==> src/sv/aes_cbc_mac_stream_defines.svh <==
// Assertion helpers for the CBC-MAC block.
`ifndef AES_CBC_MAC_STREAM_DEFINES_SVH
`define AES_CBC_MAC_STREAM_DEFINES_SVH
`define ACM_ASSERT(lbl, prop, msg) \
  lbl: assert property (@(posedge clk_i) disable iff (!rst_ni) prop) else $error(msg);
`define ACM_ASSERT_NEXT(lbl, pre, post, msg) \
  lbl: assert property (@(posedge clk_i) disable iff (!rst_ni) (pre) |=> (post)) else $error(msg);
`endif

==> src/sv/acm_pkg.sv <==
`timescale 1ns / 1ps
package acm_pkg;
  localparam int unsigned BlockW = 128;
  localparam int unsigned KeyW   = 64;
  localparam int unsigned QDepth = 4;

  typedef enum logic [0:0] {
    CfgKeyHigh = 1'b0,
    CfgKeyLow  = 1'b1
  } cfg_idx_e;

  // one absorb job for the back end
  typedef struct packed {
    logic [7:0]  octet;
    logic [3:0]  pos;      // fill position of octet
    logic        enc;      // block full after this octet / length octets
    logic        len_add;  // also absorb two length octets
    logic [15:0] len;
    logic        last;
    logic        pad_enc;  // last with partial block: encrypt once more
    logic        short_hdr;
    logic        first;    // clear chain before absorbing
  } job_t;

  function automatic logic [7:0] sbox(input logic [7:0] a);
    logic [7:0] t [256];
    t = '{
    8'h63,8'h7c,8'h77,8'h7b,8'hf2,8'h6b,8'h6f,8'hc5,8'h30,8'h01,8'h67,8'h2b,8'hfe,8'hd7,8'hab,8'h76,
    8'hca,8'h82,8'hc9,8'h7d,8'hfa,8'h59,8'h47,8'hf0,8'had,8'hd4,8'ha2,8'haf,8'h9c,8'ha4,8'h72,8'hc0,
    8'hb7,8'hfd,8'h93,8'h26,8'h36,8'h3f,8'hf7,8'hcc,8'h34,8'ha5,8'he5,8'hf1,8'h71,8'hd8,8'h31,8'h15,
    8'h04,8'hc7,8'h23,8'hc3,8'h18,8'h96,8'h05,8'h9a,8'h07,8'h12,8'h80,8'he2,8'heb,8'h27,8'hb2,8'h75,
    8'h09,8'h83,8'h2c,8'h1a,8'h1b,8'h6e,8'h5a,8'ha0,8'h52,8'h3b,8'hd6,8'hb3,8'h29,8'he3,8'h2f,8'h84,
    8'h53,8'hd1,8'h00,8'hed,8'h20,8'hfc,8'hb1,8'h5b,8'h6a,8'hcb,8'hbe,8'h39,8'h4a,8'h4c,8'h58,8'hcf,
    8'hd0,8'hef,8'haa,8'hfb,8'h43,8'h4d,8'h33,8'h85,8'h45,8'hf9,8'h02,8'h7f,8'h50,8'h3c,8'h9f,8'ha8,
    8'h51,8'ha3,8'h40,8'h8f,8'h92,8'h9d,8'h38,8'hf5,8'hbc,8'hb6,8'hda,8'h21,8'h10,8'hff,8'hf3,8'hd2,
    8'hcd,8'h0c,8'h13,8'hec,8'h5f,8'h97,8'h44,8'h17,8'hc4,8'ha7,8'h7e,8'h3d,8'h64,8'h5d,8'h19,8'h73,
    8'h60,8'h81,8'h4f,8'hdc,8'h22,8'h2a,8'h90,8'h88,8'h46,8'hee,8'hb8,8'h14,8'hde,8'h5e,8'h0b,8'hdb,
    8'he0,8'h32,8'h3a,8'h0a,8'h49,8'h06,8'h24,8'h5c,8'hc2,8'hd3,8'hac,8'h62,8'h91,8'h95,8'he4,8'h79,
    8'he7,8'hc8,8'h37,8'h6d,8'h8d,8'hd5,8'h4e,8'ha9,8'h6c,8'h56,8'hf4,8'hea,8'h65,8'h7a,8'hae,8'h08,
    8'hba,8'h78,8'h25,8'h2e,8'h1c,8'ha6,8'hb4,8'hc6,8'he8,8'hdd,8'h74,8'h1f,8'h4b,8'hbd,8'h8b,8'h8a,
    8'h70,8'h3e,8'hb5,8'h66,8'h48,8'h03,8'hf6,8'h0e,8'h61,8'h35,8'h57,8'hb9,8'h86,8'hc1,8'h1d,8'h9e,
    8'he1,8'hf8,8'h98,8'h11,8'h69,8'hd9,8'h8e,8'h94,8'h9b,8'h1e,8'h87,8'he9,8'hce,8'h55,8'h28,8'hdf,
    8'h8c,8'ha1,8'h89,8'h0d,8'hbf,8'he6,8'h42,8'h68,8'h41,8'h99,8'h2d,8'h0f,8'hb0,8'h54,8'hbb,8'h16};
    return t[a];
  endfunction

  function automatic logic [7:0] xt(input logic [7:0] v);
    return {v[6:0], 1'b0} ^ (v[7] ? 8'h1b : 8'h00);
  endfunction

  // state octet i sits in bits [127-8i -: 8]
  function automatic logic [127:0] aes_round(input logic [127:0] s, input logic [127:0] rk,
                                             input logic fin);
    logic [7:0] t [16];
    logic [7:0] a0, a1, a2, a3, al;
    logic [127:0] o;
    for (int c = 0; c < 4; c++) begin
      for (int j = 0; j < 4; j++) begin
        t[4*c+j] = sbox(s[127 - 8*(4*((c+j)%4)+j) -: 8]);
      end
    end
    if (!fin) begin
      for (int c = 0; c < 4; c++) begin
        a0 = t[4*c]; a1 = t[4*c+1]; a2 = t[4*c+2]; a3 = t[4*c+3];
        al = a0 ^ a1 ^ a2 ^ a3;
        t[4*c]   = a0 ^ al ^ xt(a0 ^ a1);
        t[4*c+1] = a1 ^ al ^ xt(a1 ^ a2);
        t[4*c+2] = a2 ^ al ^ xt(a2 ^ a3);
        t[4*c+3] = a3 ^ al ^ xt(a3 ^ a0);
      end
    end
    for (int i = 0; i < 16; i++) begin
      o[127 - 8*i -: 8] = t[i];
    end
    return o ^ rk;
  endfunction

  function automatic logic [127:0] key_next(input logic [127:0] k, input logic [7:0] rc);
    logic [31:0] w0, w1, w2, w3, g;
    w0 = k[127:96]; w1 = k[95:64]; w2 = k[63:32]; w3 = k[31:0];
    g  = {sbox(w3[23:16]) ^ rc, sbox(w3[15:8]), sbox(w3[7:0]), sbox(w3[31:24])};
    w0 = w0 ^ g; w1 = w1 ^ w0; w2 = w2 ^ w1; w3 = w3 ^ w2;
    return {w0, w1, w2, w3};
  endfunction
endpackage

==> src/sv/acm_front.sv <==
`timescale 1ns / 1ps
module acm_front (
  input  logic            clk_i,
  input  logic            rst_ni,
  input  logic            in_valid_i,
  output logic            in_ready_o,
  input  logic [7:0]      octet_i,
  input  logic [15:0]     ad_length_i,
  input  logic            last_i,
  output logic            job_valid_o,
  input  logic            job_ready_i,
  output acm_pkg::job_t   job_o
);
  import acm_pkg::*;

  logic        in_msg_q, in_msg_d;
  logic [3:0]  fill_q, fill_d;
  logic [4:0]  hdr_q, hdr_d;
  logic [15:0] len_q;
  logic        acc;
  logic [3:0]  f0;
  logic [4:0]  h0, h1;
  logic        len_add;
  logic [3:0]  f1;

  assign in_ready_o  = job_ready_i;
  assign job_valid_o = in_valid_i;
  assign acc         = in_valid_i && in_ready_o;

  always_comb begin
    f0      = in_msg_q ? fill_q : 4'd0;
    h0      = in_msg_q ? hdr_q : 5'd0;
    len_add = (h0 == 5'd15);
    h1      = (h0 < 5'd16) ? h0 + 5'd1 : h0;
    f1      = f0 + (len_add ? 4'd3 : 4'd1);
    job_o.octet     = octet_i;
    job_o.pos       = f0;
    job_o.len_add   = len_add;
    job_o.len       = in_msg_q ? len_q : ad_length_i;
    job_o.enc       = len_add ? (f0 >= 4'd13) : (f0 == 4'd15);
    job_o.last      = last_i;
    job_o.pad_enc   = last_i && (f1 != 4'd0);
    job_o.short_hdr = h1 < 5'd16;
    job_o.first     = !in_msg_q;
    in_msg_d = in_msg_q;
    fill_d   = fill_q;
    hdr_d    = hdr_q;
    if (acc) begin
      in_msg_d = !last_i;
      fill_d   = f1;
      hdr_d    = h1;
    end
  end

  always_ff @(posedge clk_i or negedge rst_ni) begin
    if (!rst_ni) begin
      in_msg_q <= 1'b0;
      fill_q   <= '0;
      hdr_q    <= '0;
    end else begin
      in_msg_q <= in_msg_d;
      fill_q   <= fill_d;
      hdr_q    <= hdr_d;
    end
  end

  always_ff @(posedge clk_i) begin
    if (acc && !in_msg_q) begin
      len_q <= ad_length_i;
    end
  end
endmodule

==> config.mk <==
export PLATFORM = sky130hd
export DESIGN_NAME = acm_front
export DESIGN_NICKNAME = d
export VERILOG_FILES = /design/src/sv/aes_cbc_mac_stream_defines.svh /design/src/sv/acm_pkg.sv /design/src/sv/acm_front.sv
export SDC_FILE = /design/constraint.sdc
export NUM_CORES = 1
export LEC_CHECK = 0
export ABC_AREA = 1
export BUFFER_PORTS_ARGS = -buffer_cell sky130_fd_sc_hd__buf_2
export CAP_MARGIN = 10
export CORE_MARGIN = 2
export CORE_UTILIZATION = 30
export CTS_BUF_LIST = sky130_fd_sc_hd__clkbuf_16
export DETAILED_ROUTE_END_ITERATION = 10
export GPL_TIMING_DRIVEN = 0
export SYNTH_ARGS = -nofsm -noshare
export SYNTH_HDL_FRONTEND = slang
export SYNTH_SLANG_ARGS = --single-unit
==> constraint.sdc <==
create_clock -name clk_i -period 2.9 [get_ports clk_i]
set_input_delay 0.58 -clock clk_i [delete_from_list [all_inputs] [get_ports clk_i]]
set_output_delay 0.58 -clock clk_i [all_outputs]
set_load 0.1 [all_outputs]
==> impl_metrics.py <==
metrics = {
    "floorplan": {
        "core_area_um2": 4660,
        "ioPinCount": 65,
        "num_rows": 25,
        "die_h_um": 73.0,
        "initial_util_pct": 30.6,
        "horizontal_extent_of_the_die_um": 73.0,
        "floorplan.die_area_um2": 5330,
    },
    "timing": {
        "min_period_over_period_pct": 101,
        "clock_tree_skew_after_final_layout_ns": 0.00241,
        "worstMarginPinSlew_ns": 0.831,
        "clock.fmax_ghz": 0.341,
        "setup_slack_ns": -0.0366,
        "timing.setup.tns_ns": -0.0366,
        "hold-worst-slack_ns": 0.177,
        "worst_slew_margin_rel_pct": 44.5,
        "slew_violations": 0,
        "grt_setup_unrepaired": "yes",
        "report.final.setup_viol": 1,
        "final.min_clock_period_ns": 2.94,
        "report.final.hold_viol_count": 0,
    },
    "power": {
        "power.switching_fraction_pct": 42.2,
        "power_frac_comb_pct": 39.7,
        "p_int_uw": 801,
        "power.sequential.fraction_pct": 31.9,
        "p_leak_uw": 0.00105,
        "power_per_cell_area_nw_per_um2": 692,
        "clock_network_power_share_pct": 28.4,
        "switchingPower_uw": 584,
        "worst_ir_drop_vdd_v": 0.000368,
    },
    "critical_path": {
        "timing.critical_path.required_ns": 2.32,
        "worst_path_dominant_cell_family": "simple AND/OR/NAND/NOR gates",
        "timing.critical_path.fanout_max": 6,
        "cp_cell_sequence": "buf_6, nand2_2, inv_2, ha_4, nand2_4, nor3_4, nand2_2, fa_2, nand3_2, nand2_2, nor2_2, nand3_1, nand2_2, clkinvlp_4, buf_12",
        "crit_type": "flip-flop to primary output",
        "cp-end-kind": "primary output",
        "critPathLaunchType": "flip-flop",
        "timing.critical_path.slowest_cell_delay_ns": 0.37,
        "worst-endpoint-arrival_ns": 2.36,
        "path_common_cell": "sky130_fd_sc_hd__nand2_2",
        "crit_slowest_cell": "sky130_fd_sc_hd__dfrtp_1",
        "critPathBufInv": 4,
    },
    "clocking": {
        "clock_sink_count": 26,
        "clk-insertion-delay-late_ns": 0.26,
        "cts_inserted_buffers": 3,
        "root_buffer_selected_by_cts": "sky130_fd_sc_hd__clkbuf_16",
        "clk_transition_reported_paths_ns": 0.06,
        "tritoncts": "yes",
        "clockBufferDepth": 2,
        "cts_hold_repair.buffers": 0,
        "cts.htree.levels": 1,
    },
    "outcome": {
        "failing_checks": "setup timing",
        "outcome": "finished, violations left",
    },
    "logic_synthesis": {
        "synth-async-reset-ratio_pct": 38.5,
        "yosysMostFrequentCell": "sky130_fd_sc_hd__nand2_1",
        "avgSynthCellArea_um2": 8.65,
        "synthDominantCellAreaShare_pct": 33.7,
        "synthesis.nets": 198,
        "synth.area.top_cells": "sky130_fd_sc_hd__edfxtp_1 34%, sky130_fd_sc_hd__nand2_1 19%, sky130_fd_sc_hd__dfrtp_1 18%",
        "synth.yosys.seq_area_share_pct": 51.2,
        "synth.yosys.warnings": 0,
        "syn-instance-count": 165,
        "synth.largest_area_cell": "sky130_fd_sc_hd__edfxtp_1",
        "synth.top_cells.by_count": "71 x sky130_fd_sc_hd__nand2_1, 16 x sky130_fd_sc_hd__edfxtp_1, 13 x sky130_fd_sc_hd__buf_4",
        "yosys_most_used_dff": "sky130_fd_sc_hd__edfxtp_1",
        "synth.ff_latch_count": 26,
        "yosysUniqueCellTypes": 24,
        "synth_enable_flop_cells": 16,
        "synthesis.area_um2": 1430,
    },
    "cells_and_area": {
        "final_design_area_no_fill_um2": 2000,
        "layout_cell_share_with_drive_strength_beyond_1_pct": 47.4,
        "finalNetCount": 264,
        "syn_to_final_growth_pct": 40.1,
        "antenna_cells_inserted": 0,
        "fin_util_pct": 42.9,
    },
    "route": {
        "drtPass1Iterations": 4,
        "drt-total-wl_um": 3000,
        "drt-vias-per-instance": 4.29,
        "drc": 0,
        "routedWlPerCell_um": 10.5,
        "route.antenna.remaining_nets": 0,
        "drt_first_iter_violations": 81,
        "route.vias.total": 1219,
    },
    "grt": {
        "number_of_antenna_violations_at_the_first_check_in_global_routing": 0,
        "pin_count_of_the_biggest_net_entering_global_routing": 19,
        "use_met3_pct": 3.73,
        "global_route_wire_length_before_repair_um": 4870,
        "grt_pass1_vias": 1128,
        "busiest_layer": "met2",
        "globalRouteMet1Util_pct": 13.9,
        "globalRouteOverflowTotal": 0,
        "gr-usage-met2_pct": 20.6,
        "gr-usage-all-layers_pct": 12.0,
    },
    "hold_path": {
        "hold_class": "input port to asynchronous set/reset pin",
    },
    "job": {
        "drv.max_cap_violation_count": 0,
    },
    "place": {
        "placed_cell_area_um2": 1810,
        "numPortBuffers": 56,
        "detailedPlacementHpwl_um": 2240,
        "place_congestion": 0.766,
    },
}
[final timing paths]
kind / from / endpoint / slack [ns] / depth (start not counted)
min in group clk_i: fill_q[3]$_DFFE_PN0P_ / fill_q[3]$_DFFE_PN0P_ / 0.50 / 2
max in group asynchronous: rst_ni / hdr_q[2]$_DFFE_PN0P_ / 2.53 / 1
hold / removal: rst_ni / fill_q[1]$_DFFE_PN0P_ / 0.18 / 1
setup reg to reg: in_msg_q$_DFFE_PN0P_ / fill_q[3]$_DFFE_PN0P_ / 1.00 / 15
setup / recovery: in_msg_q$_DFFE_PN0P_ / job_o[2] / -0.04 / 15
hold reg to reg: fill_q[3]$_DFFE_PN0P_ / fill_q[3]$_DFFE_PN0P_ / 0.50 / 2
[placed cells by master, fill, tap and decap left out, types with 4 or more instances in the layout]
| cell type | n |
|---|---|
| sky130_fd_sc_hd__nand2_1 | 66 |
| sky130_fd_sc_hd__buf_2 | 58 |
| sky130_fd_sc_hd__buf_4 | 18 |
| sky130_fd_sc_hd__edfxtp_1 | 16 |
| sky130_fd_sc_hd__dfrtp_1 | 10 |
| sky130_fd_sc_hd__inv_1 | 8 |
| sky130_fd_sc_hd__nand2_2 | 7 |
| sky130_fd_sc_hd__inv_2 | 6 |
| sky130_fd_sc_hd__o21ai_0 | 5 |
| sky130_fd_sc_hd__nand3_1 | 4 |
[layer usage]
metal	share of wire, %	up-vias
li1	-	637
met1	47	546
met2	48	32
met3	4.5	4
met4	1.3	0
met5	0	-
[registers in the layout (all words and copies together), names as in the netlist]
signal / count
fill_q: 4
len_q: 16
in_msg_q: 1
hdr_q: 5
[repair_timing]
item / in CTS / in global routing
pin swaps: 4 / 0
buffers inserted: 5 / 0
endpoints found under the setup margin: 1 / 1
gates resized for setup: 7 / 4
[logic make-up after synthesis]
| kind of cell | after synthesis | synth area share [%] |
|---|---|---|
| buffers and inverters | 33 | 12.9 |
| adders and majority gates | 4 | 4.03 |
| xor gates and xnor gates | 2 | 1.23 |
| AOI/OAI and AO/OA | 12 | 5.00 |
| DFF | 26 | 51.2 |
| and+or+nand+nor | 88 | 25.7 |
[area by class of cell]
type                    instances  area [um2]
fillers                       481        2660
flip-flops and latches         26         731
multi-input cells             106         574
repair buffers                 61         333
plain buffers                  17         124
clock buffers                   3        75.1
well taps                      54        67.6
inverters                      16        66.3
clock inverters                 1        30.0
[power groups by stage]
stage | clock network, uW | logic, uW | registers (uW)
6_report | 394 | 549 | 442
5_1_grt | 417 | 581 | 445
4_1_cts | 406 | 550 | 440
3_5_place_dp | 0 | 533 | 449
3_3_place_gp | 0 | 530 | 448
2_1_floorplan | 0 | 452 | 445
[per-stage QoR]
stage	setup slack, ns	std cells	power [uW]
floorplan	0.00511	165	897
global placement	-0.197	275	978
detailed placement	-0.207	275	982
CTS	-0.0561	284	1400
global route	-0.205	284	1440
finish	-0.0366	284	1380
(Power assumes the default switching activity.)
