<file path="src/sv/aes_cbc_mac_stream_defines.svh">
// Assertion helpers for the CBC-MAC block.
`ifndef AES_CBC_MAC_STREAM_DEFINES_SVH
`define AES_CBC_MAC_STREAM_DEFINES_SVH
`define ACM_ASSERT(lbl, prop, msg) \
  lbl: assert property (@(posedge clk_i) disable iff (!rst_ni) prop) else $error(msg);
`define ACM_ASSERT_NEXT(lbl, pre, post, msg) \
  lbl: assert property (@(posedge clk_i) disable iff (!rst_ni) (pre) |=> (post)) else $error(msg);
`endif

</file>
<file path="src/sv/acm_pkg.sv">
`timescale 1ns / 1ps
package acm_pkg;
  localparam int unsigned BlockW = 128;
  localparam int unsigned KeyW   = 64;
  localparam int unsigned QDepth = 4;

  typedef enum logic [0:0] {
    CfgKeyHigh = 1'b0,
    CfgKeyLow  = 1'b1
  } cfg_idx_e;

  // one absorb job for the back end
  typedef struct packed {
    logic [7:0]  octet;
    logic [3:0]  pos;      // fill position of octet
    logic        enc;      // block full after this octet / length octets
    logic        len_add;  // also absorb two length octets
    logic [15:0] len;
    logic        last;
    logic        pad_enc;  // last with partial block: encrypt once more
    logic        short_hdr;
    logic        first;    // clear chain before absorbing
  } job_t;

  function automatic logic [7:0] sbox(input logic [7:0] a);
    logic [7:0] t [256];
    t = '{
    8'h63,8'h7c,8'h77,8'h7b,8'hf2,8'h6b,8'h6f,8'hc5,8'h30,8'h01,8'h67,8'h2b,8'hfe,8'hd7,8'hab,8'h76,
    8'hca,8'h82,8'hc9,8'h7d,8'hfa,8'h59,8'h47,8'hf0,8'had,8'hd4,8'ha2,8'haf,8'h9c,8'ha4,8'h72,8'hc0,
    8'hb7,8'hfd,8'h93,8'h26,8'h36,8'h3f,8'hf7,8'hcc,8'h34,8'ha5,8'he5,8'hf1,8'h71,8'hd8,8'h31,8'h15,
    8'h04,8'hc7,8'h23,8'hc3,8'h18,8'h96,8'h05,8'h9a,8'h07,8'h12,8'h80,8'he2,8'heb,8'h27,8'hb2,8'h75,
    8'h09,8'h83,8'h2c,8'h1a,8'h1b,8'h6e,8'h5a,8'ha0,8'h52,8'h3b,8'hd6,8'hb3,8'h29,8'he3,8'h2f,8'h84,
    8'h53,8'hd1,8'h00,8'hed,8'h20,8'hfc,8'hb1,8'h5b,8'h6a,8'hcb,8'hbe,8'h39,8'h4a,8'h4c,8'h58,8'hcf,
    8'hd0,8'hef,8'haa,8'hfb,8'h43,8'h4d,8'h33,8'h85,8'h45,8'hf9,8'h02,8'h7f,8'h50,8'h3c,8'h9f,8'ha8,
    8'h51,8'ha3,8'h40,8'h8f,8'h92,8'h9d,8'h38,8'hf5,8'hbc,8'hb6,8'hda,8'h21,8'h10,8'hff,8'hf3,8'hd2,
    8'hcd,8'h0c,8'h13,8'hec,8'h5f,8'h97,8'h44,8'h17,8'hc4,8'ha7,8'h7e,8'h3d,8'h64,8'h5d,8'h19,8'h73,
    8'h60,8'h81,8'h4f,8'hdc,8'h22,8'h2a,8'h90,8'h88,8'h46,8'hee,8'hb8,8'h14,8'hde,8'h5e,8'h0b,8'hdb,
    8'he0,8'h32,8'h3a,8'h0a,8'h49,8'h06,8'h24,8'h5c,8'hc2,8'hd3,8'hac,8'h62,8'h91,8'h95,8'he4,8'h79,
    8'he7,8'hc8,8'h37,8'h6d,8'h8d,8'hd5,8'h4e,8'ha9,8'h6c,8'h56,8'hf4,8'hea,8'h65,8'h7a,8'hae,8'h08,
    8'hba,8'h78,8'h25,8'h2e,8'h1c,8'ha6,8'hb4,8'hc6,8'he8,8'hdd,8'h74,8'h1f,8'h4b,8'hbd,8'h8b,8'h8a,
    8'h70,8'h3e,8'hb5,8'h66,8'h48,8'h03,8'hf6,8'h0e,8'h61,8'h35,8'h57,8'hb9,8'h86,8'hc1,8'h1d,8'h9e,
    8'he1,8'hf8,8'h98,8'h11,8'h69,8'hd9,8'h8e,8'h94,8'h9b,8'h1e,8'h87,8'he9,8'hce,8'h55,8'h28,8'hdf,
    8'h8c,8'ha1,8'h89,8'h0d,8'hbf,8'he6,8'h42,8'h68,8'h41,8'h99,8'h2d,8'h0f,8'hb0,8'h54,8'hbb,8'h16};
    return t[a];
  endfunction

  function automatic logic [7:0] xt(input logic [7:0] v);
    return {v[6:0], 1'b0} ^ (v[7] ? 8'h1b : 8'h00);
  endfunction

  // state octet i sits in bits [127-8i -: 8]
  function automatic logic [127:0] aes_round(input logic [127:0] s, input logic [127:0] rk,
                                             input logic fin);
    logic [7:0] t [16];
    logic [7:0] a0, a1, a2, a3, al;
    logic [127:0] o;
    for (int c = 0; c < 4; c++) begin
      for (int j = 0; j < 4; j++) begin
        t[4*c+j] = sbox(s[127 - 8*(4*((c+j)%4)+j) -: 8]);
      end
    end
    if (!fin) begin
      for (int c = 0; c < 4; c++) begin
        a0 = t[4*c]; a1 = t[4*c+1]; a2 = t[4*c+2]; a3 = t[4*c+3];
        al = a0 ^ a1 ^ a2 ^ a3;
        t[4*c]   = a0 ^ al ^ xt(a0 ^ a1);
        t[4*c+1] = a1 ^ al ^ xt(a1 ^ a2);
        t[4*c+2] = a2 ^ al ^ xt(a2 ^ a3);
        t[4*c+3] = a3 ^ al ^ xt(a3 ^ a0);
      end
    end
    for (int i = 0; i < 16; i++) begin
      o[127 - 8*i -: 8] = t[i];
    end
    return o ^ rk;
  endfunction

  function automatic logic [127:0] key_next(input logic [127:0] k, input logic [7:0] rc);
    logic [31:0] w0, w1, w2, w3, g;
    w0 = k[127:96]; w1 = k[95:64]; w2 = k[63:32]; w3 = k[31:0];
    g  = {sbox(w3[23:16]) ^ rc, sbox(w3[15:8]), sbox(w3[7:0]), sbox(w3[31:24])};
    w0 = w0 ^ g; w1 = w1 ^ w0; w2 = w2 ^ w1; w3 = w3 ^ w2;
    return {w0, w1, w2, w3};
  endfunction
endpackage

</file>
<file path="src/sv/acm_queue.sv">
`timescale 1ns / 1ps
`include "aes_cbc_mac_stream_defines.svh"
module acm_queue #(
  parameter int unsigned Depth = acm_pkg::QDepth
) (
  input  logic          clk_i,
  input  logic          rst_ni,
  input  logic          wr_valid_i,
  output logic          wr_ready_o,
  input  acm_pkg::job_t wr_data_i,
  output logic          rd_valid_o,
  input  logic          rd_ready_i,
  output acm_pkg::job_t rd_data_o
);
  import acm_pkg::*;
  localparam int unsigned AW = $clog2(Depth);

  job_t mem [Depth];
  logic [AW-1:0] wp_q, rp_q;
  logic [AW:0]   cnt_q;
  logic          wr, rd;

  assign wr_ready_o = cnt_q != Depth[AW:0];
  assign rd_valid_o = cnt_q != '0;
  assign rd_data_o  = mem[rp_q];
  assign wr = wr_valid_i && wr_ready_o;
  assign rd = rd_valid_o && rd_ready_i;

  always_ff @(posedge clk_i) begin
    if (wr) begin
      mem[wp_q] <= wr_data_i;
    end
  end

  always_ff @(posedge clk_i or negedge rst_ni) begin
    if (!rst_ni) begin
      wp_q  <= '0;
      rp_q  <= '0;
      cnt_q <= '0;
    end else begin
      if (wr) wp_q <= (wp_q == AW'(Depth - 1)) ? '0 : wp_q + 1'b1;
      if (rd) rp_q <= (rp_q == AW'(Depth - 1)) ? '0 : rp_q + 1'b1;
      cnt_q <= cnt_q + {{AW{1'b0}}, wr} - {{AW{1'b0}}, rd};
    end
  end

  `ACM_ASSERT(a_no_over, cnt_q <= Depth[AW:0], "queue count overflow")
  `ACM_ASSERT_NEXT(a_cnt_up, wr && !rd, cnt_q == $past(cnt_q) + 1'b1, "count did not rise")
  `ACM_ASSERT_NEXT(a_cnt_dn, rd && !wr, cnt_q == $past(cnt_q) - 1'b1, "count did not fall")
endmodule

</file>
<file path="config.mk">
export PLATFORM = sky130hd
export DESIGN_NAME = acm_queue
export DESIGN_NICKNAME = d
export VERILOG_FILES = /design/src/sv/acm_pkg.sv /design/src/sv/acm_queue.sv
export VERILOG_INCLUDE_DIRS = /design/src /design/src/sv
export SDC_FILE = /design/constraint.sdc
export NUM_CORES = 1
export LEC_CHECK = 0
export ABC_AREA = 0
export BUFFER_PORTS_ARGS = -buffer_cell sky130_fd_sc_hd__buf_4
export CORE_MARGIN = 4
export CORE_UTILIZATION = 45
export DETAILED_ROUTE_END_ITERATION = 8
export GPL_TIMING_DRIVEN = 0
export PLACE_DENSITY = 0.76
export RECOVER_POWER = 50
export SETUP_SLACK_MARGIN = 0.1
export SYNTH_ARGS = -nofsm -noshare
export SYNTH_HDL_FRONTEND = slang
export SYNTH_SLANG_ARGS = --single-unit
</file>
<file path="constraint.sdc">
create_clock -name clk_i -period 3.35 [get_ports clk_i]
set_input_delay 0.335 -clock clk_i [delete_from_list [all_inputs] [get_ports clk_i]]
set_output_delay 0.335 -clock clk_i [all_outputs]
set_load 0.02 [all_outputs]
</file>
==> implementation parameters, run 1 <==
Parameter                              Value

Logic synthesis
  Share of the synthesized area in the top cell type ... 0.764
  Leading cell types by total area after synthesis ... sky130_fd_sc_hd__edfxtp_1 76%, sky130_fd_sc_hd__mux4_2 14%, sky130_fd_sc_hd__dfrtp_1 3.3%
  Biggest area consumer among synthesized cells ... sky130_fd_sc_hd__edfxtp_1
  Proportion of synthesized chip area in sequential cells ... 0.797
  Post-synth net total ... about 260
  Syn avg cell area ... 24.7 sq um
  YS warnings ... 0
  Post-synthesis instance total ... between 200 and 250
  Flip-flop and latch count after synthesis ... about 140
  Cell variety after synth ... 19
  Mapped cell area ... around 0.0053 sq mm

Route
  Number of design rule violations left after detail routing ... 0
  DR vias/cell ... 5.22
  Number of DRC violations after detailed-routing iteration 0 ... between 100 and 150
  Detailed-route via count ... around 2400
  Drt pass-1 iters ... 4
  Final wirelength ... 8.98 mm
  Number of nets with antenna violations after routing ... 0
  Final routed wire length divided by cell count ... approximately 19 um

Global route
  Number of antenna violations at the first check in global routing ... 0
  Wire length of the first global-routing pass ... between 10 and 15 mm
  Maximum number of pins on one net before global-route repair ... 35
  Via count of the first global-routing pass ... 2603
  Overall routing resource usage ... 0.144
  Grt ovf ... 0

Clocking
  Clock transition at path regs ... about 0.060 ns
  H-tree level count ... 4
  Buffer count from post-CTS setup fixing ... 0
  Post-CTS sizing ... 0
  Buffer type at the clock tree root ... sky130_fd_sc_hd__clkbuf_16
  CTS buffer count ... 17
  CTS Sinks ... about 140
  Max Buffers Root-to-Sink ... 2
  CTS tree ... done
  Number of hold buffers added after CTS ... 1
  Worst-skew pair later-pin latency ... 0.41 ns

STA
  Share of the cycle needed by the critical path after routing ... 0.750
  Maximum clock frequency ... 398 MHz
  Final Max Slew Viols ... 70
  Final number of hold-violating endpoints ... 0
  Tmin final ... around 2.5 ns
  Setup repair after global routing missed its margin ... false
  Setup Total Neg Slack ... 0 ns
  Relative slew slack ... -0.183
  Worst-margin pin slew ... roughly 1.8 ns
  Clk_skew ... 0.00680 ns
  Final critical-path setup slack ... between 0.8 and 0.9 ns
  Setup violation total in the final timing report ... 0

Flow run
  Reported max-cap violation count ... 2

Critical path
  Slowest stage delay, CP ... 0.59 ns
  R2R Setup Slk ... roughly 0.87 ns
  Worst Path Buf+Inv ... 3
  Reg2reg end ... cnt_q[2]$_DFF_PN0_
  Worst setup path startpoint ... rp_q[1]$_DFFE_PN0P_
  Data required time at the worst endpoint ... 3.01 ns
  Arrival time of data at the critical path endpoint ... roughly 2.2 ns
  Worst r2r path cells ... 10
  Standard cell with the maximum stage delay on the critical path ... sky130_fd_sc_hd__clkbuf_1
  Critical Path Fanout Max ... 10
  WP depth ... 4
  Setup crit start kind ... flip-flop
  Kind of critical path ... reg -> out
  Cell-by-cell listing of the critical path ... buf_2, clkbuf_1, mux4_2, buf_4
  Launch point of the worst reg-to-reg path ... cnt_q[1]$_DFF_PN0_
  Worst setup path endpoint ... rd_data_o[15]
  Critical Path End Type ... output port
  Cell type group with the largest total delay on the critical path ... buffers and inverters

Die
  Effective utilization at floorplan ... 0.464
  Floorplan die area ... 0.0137 sq mm
  Die X ... around 120 um
  Count of pins on the block boundary ... 74
  Placement row count ... 39
  Core outline area ... approximately 0.012 sq mm
  Die height ... between 100 and 150 um

Place
  Post-placement setup slack ... 0.950 ns
  IO Port Bufs ... 73
  Final weighted congestion of routability-driven global placement ... 0.683
  HPWL reported at the end of detailed placement ... about 5.4 mm

Power
  Total power density per cell area ... 965 mW/mm^2
  Max rail drop VDD ... between 0.7 and 0.8 mV
  Static leakage power ... 0.00222 uW

Min path
  Worst hold path type ... in -> reg

Cells and area
  Number of nets at the end of the flow ... between 300 and 400
  Count of antenna diodes in the layout ... 0
  Area overhead of the layout relative to synthesis ... 21.5%
  Layout cell share with drive strength beyond 1 ... 0.342

Outcome
  Violated checks ... max-capacitance violations, max-slew violations
  Result of the run ... finished, violations left
==> cell families (layout without fill, tap and decap cells) <==
logic type | count (synthesis) | after routing | share of synthesized area
simple gates | 10 | 10 | 0.0129
mux | 38 | 38 | 0.153
buf+inv | 15 | 121 | 0.0133
flops | 143 | 143 | 0.797
fa+ha+maj | 8 | 8 | 0.0201
xor+xnor | 2 | 2 | 0.00328
==> Yosys cell counts <==
master and instances:
sky130_fd_sc_hd__and2_4 1, sky130_fd_sc_hd__and3_2 4, sky130_fd_sc_hd__buf_1 1, sky130_fd_sc_hd__buf_2 3, sky130_fd_sc_hd__buf_4 3, sky130_fd_sc_hd__clkbuf_1 1
sky130_fd_sc_hd__dfrtp_1 7, sky130_fd_sc_hd__edfxtp_1 136, sky130_fd_sc_hd__fa_1 1, sky130_fd_sc_hd__ha_1 7, sky130_fd_sc_hd__inv_1 7, sky130_fd_sc_hd__mux2_2 2
sky130_fd_sc_hd__mux2_4 2, sky130_fd_sc_hd__mux4_2 34, sky130_fd_sc_hd__nand2_1 1, sky130_fd_sc_hd__nor2_1 2, sky130_fd_sc_hd__or3_2 1, sky130_fd_sc_hd__or3b_4 1
sky130_fd_sc_hd__xnor2_1 2
==> through the flow <==
step | total power [uW] | instances | utilization | hold slack, ns | cell area, sq um
floorplan | 3850 | 216 | - | 0.0394 | 5340
global placement | 4590 | 432 | 0.527 | 0.154 | 6070
detailed placement | 4650 | 432 | 0.527 | 0.157 | 6070
CTS | 6410 | 465 | 0.576 | 0.0961 | 6640
global route | 6600 | 465 | 0.563 | 0.159 | 6490
finish | 6260 | 465 | 0.563 | 0.185 | 6490
==> layout by cell type, fill, tap and decap left out, drive strengths merged <==
master and instances:
and2 1, and3 4, buf 43, bufinv 2
clkbuf 57, clkinv 8, clkinvlp 3, dfrtp 7
dlygate4sd3 1, edfxtp 136, fa 1, ha 7
inv 7, mux2 4, mux4 34, nand2 1
nor2 2, or3 1, or3b 1, xnor2 2
==> power by group <==
part           internal, uW  switching [uW]
logic                   925            1110
clock network          1080             665
registers              2390            98.3
==> sequential cells by signal (all words and copies together), names as in the netlist <==
signal and flops:
wp_q 2, rp_q 2, mem 136, cnt_q 3
==> per-layer routing <==
layer	track usage	vias to the layer above	wire [um]
li1	-	1085	-
met1	0.176	1268	3830
met2	0.224	66	4580
met3	0.0694	9	474
met4	0.0505	0	104
met5	0	-	0
==> worst min path at each step <==
stage	slack, ns	cells after the start	from	to
after CTS	0.1	1	wr_data_i[25]	mem[0][25]$_DFFE_PP_
after floorplan	0.04	0	rst_ni	cnt_q[0]$_DFF_PN0_
after global routing	0.16	1	wr_data_i[4]	mem[3][4]$_DFFE_PP_
after detailed placement	0.16	1	rst_ni	cnt_q[0]$_DFF_PN0_
after global placement	0.15	1	rst_ni	wp_q[1]$_DFFE_PN0P_
final	0.19	1	wr_data_i[21]	mem[1][21]$_DFFE_PP_
==> cell type report <==
class / count / area, sq um
repair buffers: 74 / 419
well taps: 143 / 179
clock buffers: 19 / 433
multi-input cells: 58 / 1000
plain buffers: 8 / 45.0
clock inverters: 13 / 123
inverters: 7 / 26.3
flip-flops and latches: 143 / 4260
fillers: 884 / 5030
Note: power is estimated with default switching activity, not from simulation.
==> run 2: changes to the inputs <==
PLACE_DENSITY = 0.78   (was 0.76)
clock period = 2.12 ns   (was 3.35 ns; I/O delays follow)
==> implementation parameters, run 2 (synthesis gave the netlist of run 1 again) <==
Parameter                              Value

Die
  Die height ... 117 um (unchanged)
  Floorplan die area ... 0.0137 sq mm (unchanged)
  Effective utilization at floorplan ... 0.464 (unchanged)
  Count of pins on the block boundary ... 74 (unchanged)
  Placement row count ... 39 (unchanged)
  Die X ... 117 um (unchanged)
  Core outline area ... 0.0115 sq mm (unchanged)

STA
  Final number of hold-violating endpoints ... 0 (unchanged)
  Share of the cycle needed by the critical path after routing ... 1.02
  Relative slew slack ... 0.363 (+0.546)
  Tmin final ... 2.16 ns
  Worst-margin pin slew ... 0.956 ns (-0.819 ns)
  Maximum clock frequency ... roughly 460 MHz
  Final Max Slew Viols ... 0 (-100%)
  Clk_skew ... 0.00964 ns (+0.00284 ns)
  Setup repair after global routing missed its margin ... true
  Final critical-path setup slack ... -0.0392 ns (-0.876 ns)
  Worst-case hold slack ... 0.161 ns (-0.0243 ns)
  Setup violation total in the final timing report ... 1 (+1)

Global route
  Via count of the first global-routing pass ... 2860 (+9.9%)
  Grt ovf ... 0 (unchanged)
  Maximum number of pins on one net before global-route repair ... 35 (unchanged)
  Wire length of the first global-routing pass ... 15.0 mm (+9.0%)
  Overall routing resource usage ... 0.154 (+0.0103)
  Number of antenna violations at the first check in global routing ... 0 (unchanged)

Place
  HPWL reported at the end of detailed placement ... 5.39 mm (+0.39%)
  IO Port Bufs ... 73 (unchanged)
  Final weighted congestion of routability-driven global placement ... 0.677 (-0.95%)
  Post-placement setup slack ... -0.152 ns (-1.10 ns)

Critical path
  Standard cell with the maximum stage delay on the critical path ... sky130_fd_sc_hd__or3b_4
  Kind of critical path ... reg -> reg
  Worst Path Buf+Inv ... 3 (unchanged)
  Cell-by-cell listing of the critical path ... or3b_4, and2_4, inv_2, ha_4, inv_4, ha_4, inv_2, fa_2, xnor2_2, xnor2_1
  Critical Path End Type ... flip-flop
  Setup crit start kind ... flip-flop
  Cell type group with the largest total delay on the critical path ... adder cells
  Slowest stage delay, CP ... 0.41 ns (-0.18 ns)
  Data required time at the worst endpoint ... 2.42 ns (-0.59 ns)
  Critical Path Fanout Max ... 3 (-7)
  Arrival time of data at the critical path endpoint ... 2.46 ns (+0.28 ns)

Cells and area
  Number of nets at the end of the flow ... 400 (+13%)
  Commonest non-fill, non-tap cell in the layout ... sky130_fd_sc_hd__edfxtp_1
  Biggest registers after layout ... mem (136), cnt_q (3)
  Area overhead of the layout relative to synthesis ... 36.7%
  Layout cell share with drive strength beyond 1 ... 0.377 (+0.0354)
  Max reg flops ... 136 (unchanged)
  Most used cells in the layout excluding fill and tap cells ... 136 x sky130_fd_sc_hd__edfxtp_1, 37 x sky130_fd_sc_hd__clkbuf_1, 35 x sky130_fd_sc_hd__dlygate4sd3_1
  Count of antenna diodes in the layout ... 0 (unchanged)
  Reg with most FFs ... mem

Clocking
  Max Buffers Root-to-Sink ... 2 (unchanged)
  Buffer type at the clock tree root ... sky130_fd_sc_hd__clkbuf_16
  H-tree level count ... 4 (unchanged)
  CTS buffer count ... 17 (unchanged)
  CTS tree ... done
  Worst-skew pair later-pin latency ... 0.41 ns (about the same)
  Clock transition at path regs ... 0.06 ns (about the same)
  CTS Sinks ... 143 (unchanged)

Route
  Number of nets with antenna violations after routing ... 0 (unchanged)
  Final wirelength ... 9.75 mm (+8.6%)
  Final routed wire length divided by cell count ... 19.2 um (-0.79%)
  Drt pass-1 iters ... 4 (unchanged)
  Number of DRC violations after detailed-routing iteration 0 ... 142 (+11%)
  Detailed-route via count ... 2566 (+5.7%)
  Number of design rule violations left after detail routing ... 0 (unchanged)
  DR vias/cell ... 5.04 (-3.5%)

Min path
  Worst hold path type ... in -> reg

Power
  Total power density per cell area ... 1540 mW/mm^2 (+59%)
  Final Power ... 11200 uW (+80%)
  Max rail drop VDD ... 0.809 mV (+2.2%)
  Static leakage power ... 0.00255 uW (+15%)

Outcome
  Result of the run ... finished, violations left
  Violated checks ... negative setup slack

Flow run
  Reported max-cap violation count ... 0 (-2)
==> run 2: cell types whose count changed in the layout (fill, tap and decap cells not counted), sizes merged <==
cell,change
dlygate4sd3,+34
clkinvlp,+1
bufinv,+3
clkbuf,+2
clkinv,-5
buf,+9
==> run 2: cell type report <==
class                   count  area, sq um
well taps                 143          179
inverters                   7         28.8
fillers                   821         4210
clock buffers              19          433
flip-flops and latches    143         4260
repair buffers            119         1040
clock inverters            12          193
multi-input cells          58         1060
plain buffers               8          116
==> run 2: final timing paths <==
kind                               startpoint  cells past startpoint                   to  slack, ns
setup / recovery           cnt_q[0]$_DFF_PN0_                     10   cnt_q[2]$_DFF_PN0_      -0.04
hold / removal                     rd_ready_i                      3  rp_q[1]$_DFFE_PN0P_       0.16
setup reg to reg           cnt_q[0]$_DFF_PN0_                     10   cnt_q[2]$_DFF_PN0_      -0.04
hold reg to reg            cnt_q[2]$_DFF_PN0_                      2   cnt_q[2]$_DFF_PN0_       0.58
max in group asynchronous              rst_ni                      2   cnt_q[1]$_DFF_PN0_       1.57
min in group asynchronous              rst_ni                      2   cnt_q[0]$_DFF_PN0_       0.23
==> run 2: what timing repair did <==
| action | 4_1_cts | 5_1_grt |
|---|---|---|
| pin swaps | 7 | 3 |
| setup buffers | 8 | 0 |
| hold buffers | 35 | 0 |
| setup endpoints to repair | 35 | 170 |
| hold endpoints to repair | 139 | 0 |
| gates resized for setup | 28 | 38 |
| gates cloned | 0 | 3 |
==> run 2: per-layer routing <==
metal,vias to the layer above,track usage,part of all wire
met1,1310,0.184,0.41
met2,62,0.262,0.54
met3,11,0.0463,0.041
met5,-,0,0
met4,0,0.0619,0.0090
li1,1183,-,-
==> run 2: worst register-to-register path, cell delays in order (launching register included) <==
cell                      delay, ns
sky130_fd_sc_hd__dfrtp_1       0.40
sky130_fd_sc_hd__or3b_4        0.41
sky130_fd_sc_hd__and2_4        0.15
sky130_fd_sc_hd__inv_2         0.06
sky130_fd_sc_hd__ha_4          0.20
sky130_fd_sc_hd__inv_4         0.06
sky130_fd_sc_hd__ha_4          0.13
sky130_fd_sc_hd__inv_2         0.03
sky130_fd_sc_hd__fa_2          0.34
sky130_fd_sc_hd__xnor2_2       0.15
sky130_fd_sc_hd__xnor2_1       0.12
==> run 2: power by group <==
| part | internal, uW | total, uW | switching [uW] |
|---|---|---|---|
| combinational | 2210 | 4200 | 1990 |
| sequential | 3760 | 3920 | 158 |
| clock | 2070 | 3130 | 1060 |
| total | 8040 | 11200 | 3210 |
==> run 2: per-stage QoR <==
step            util  TNS (ns)  area (sq um)  cells
3_5_place_dp   0.528    -0.224          6080    432
6_report       0.634   -0.0392          7310    509
2_1_floorplan      -    -0.102          5350    216
4_1_cts        0.627    -0.105          7220    506
5_1_grt        0.634    -0.102          7310    509
3_3_place_gp   0.528    -0.172          6080    432
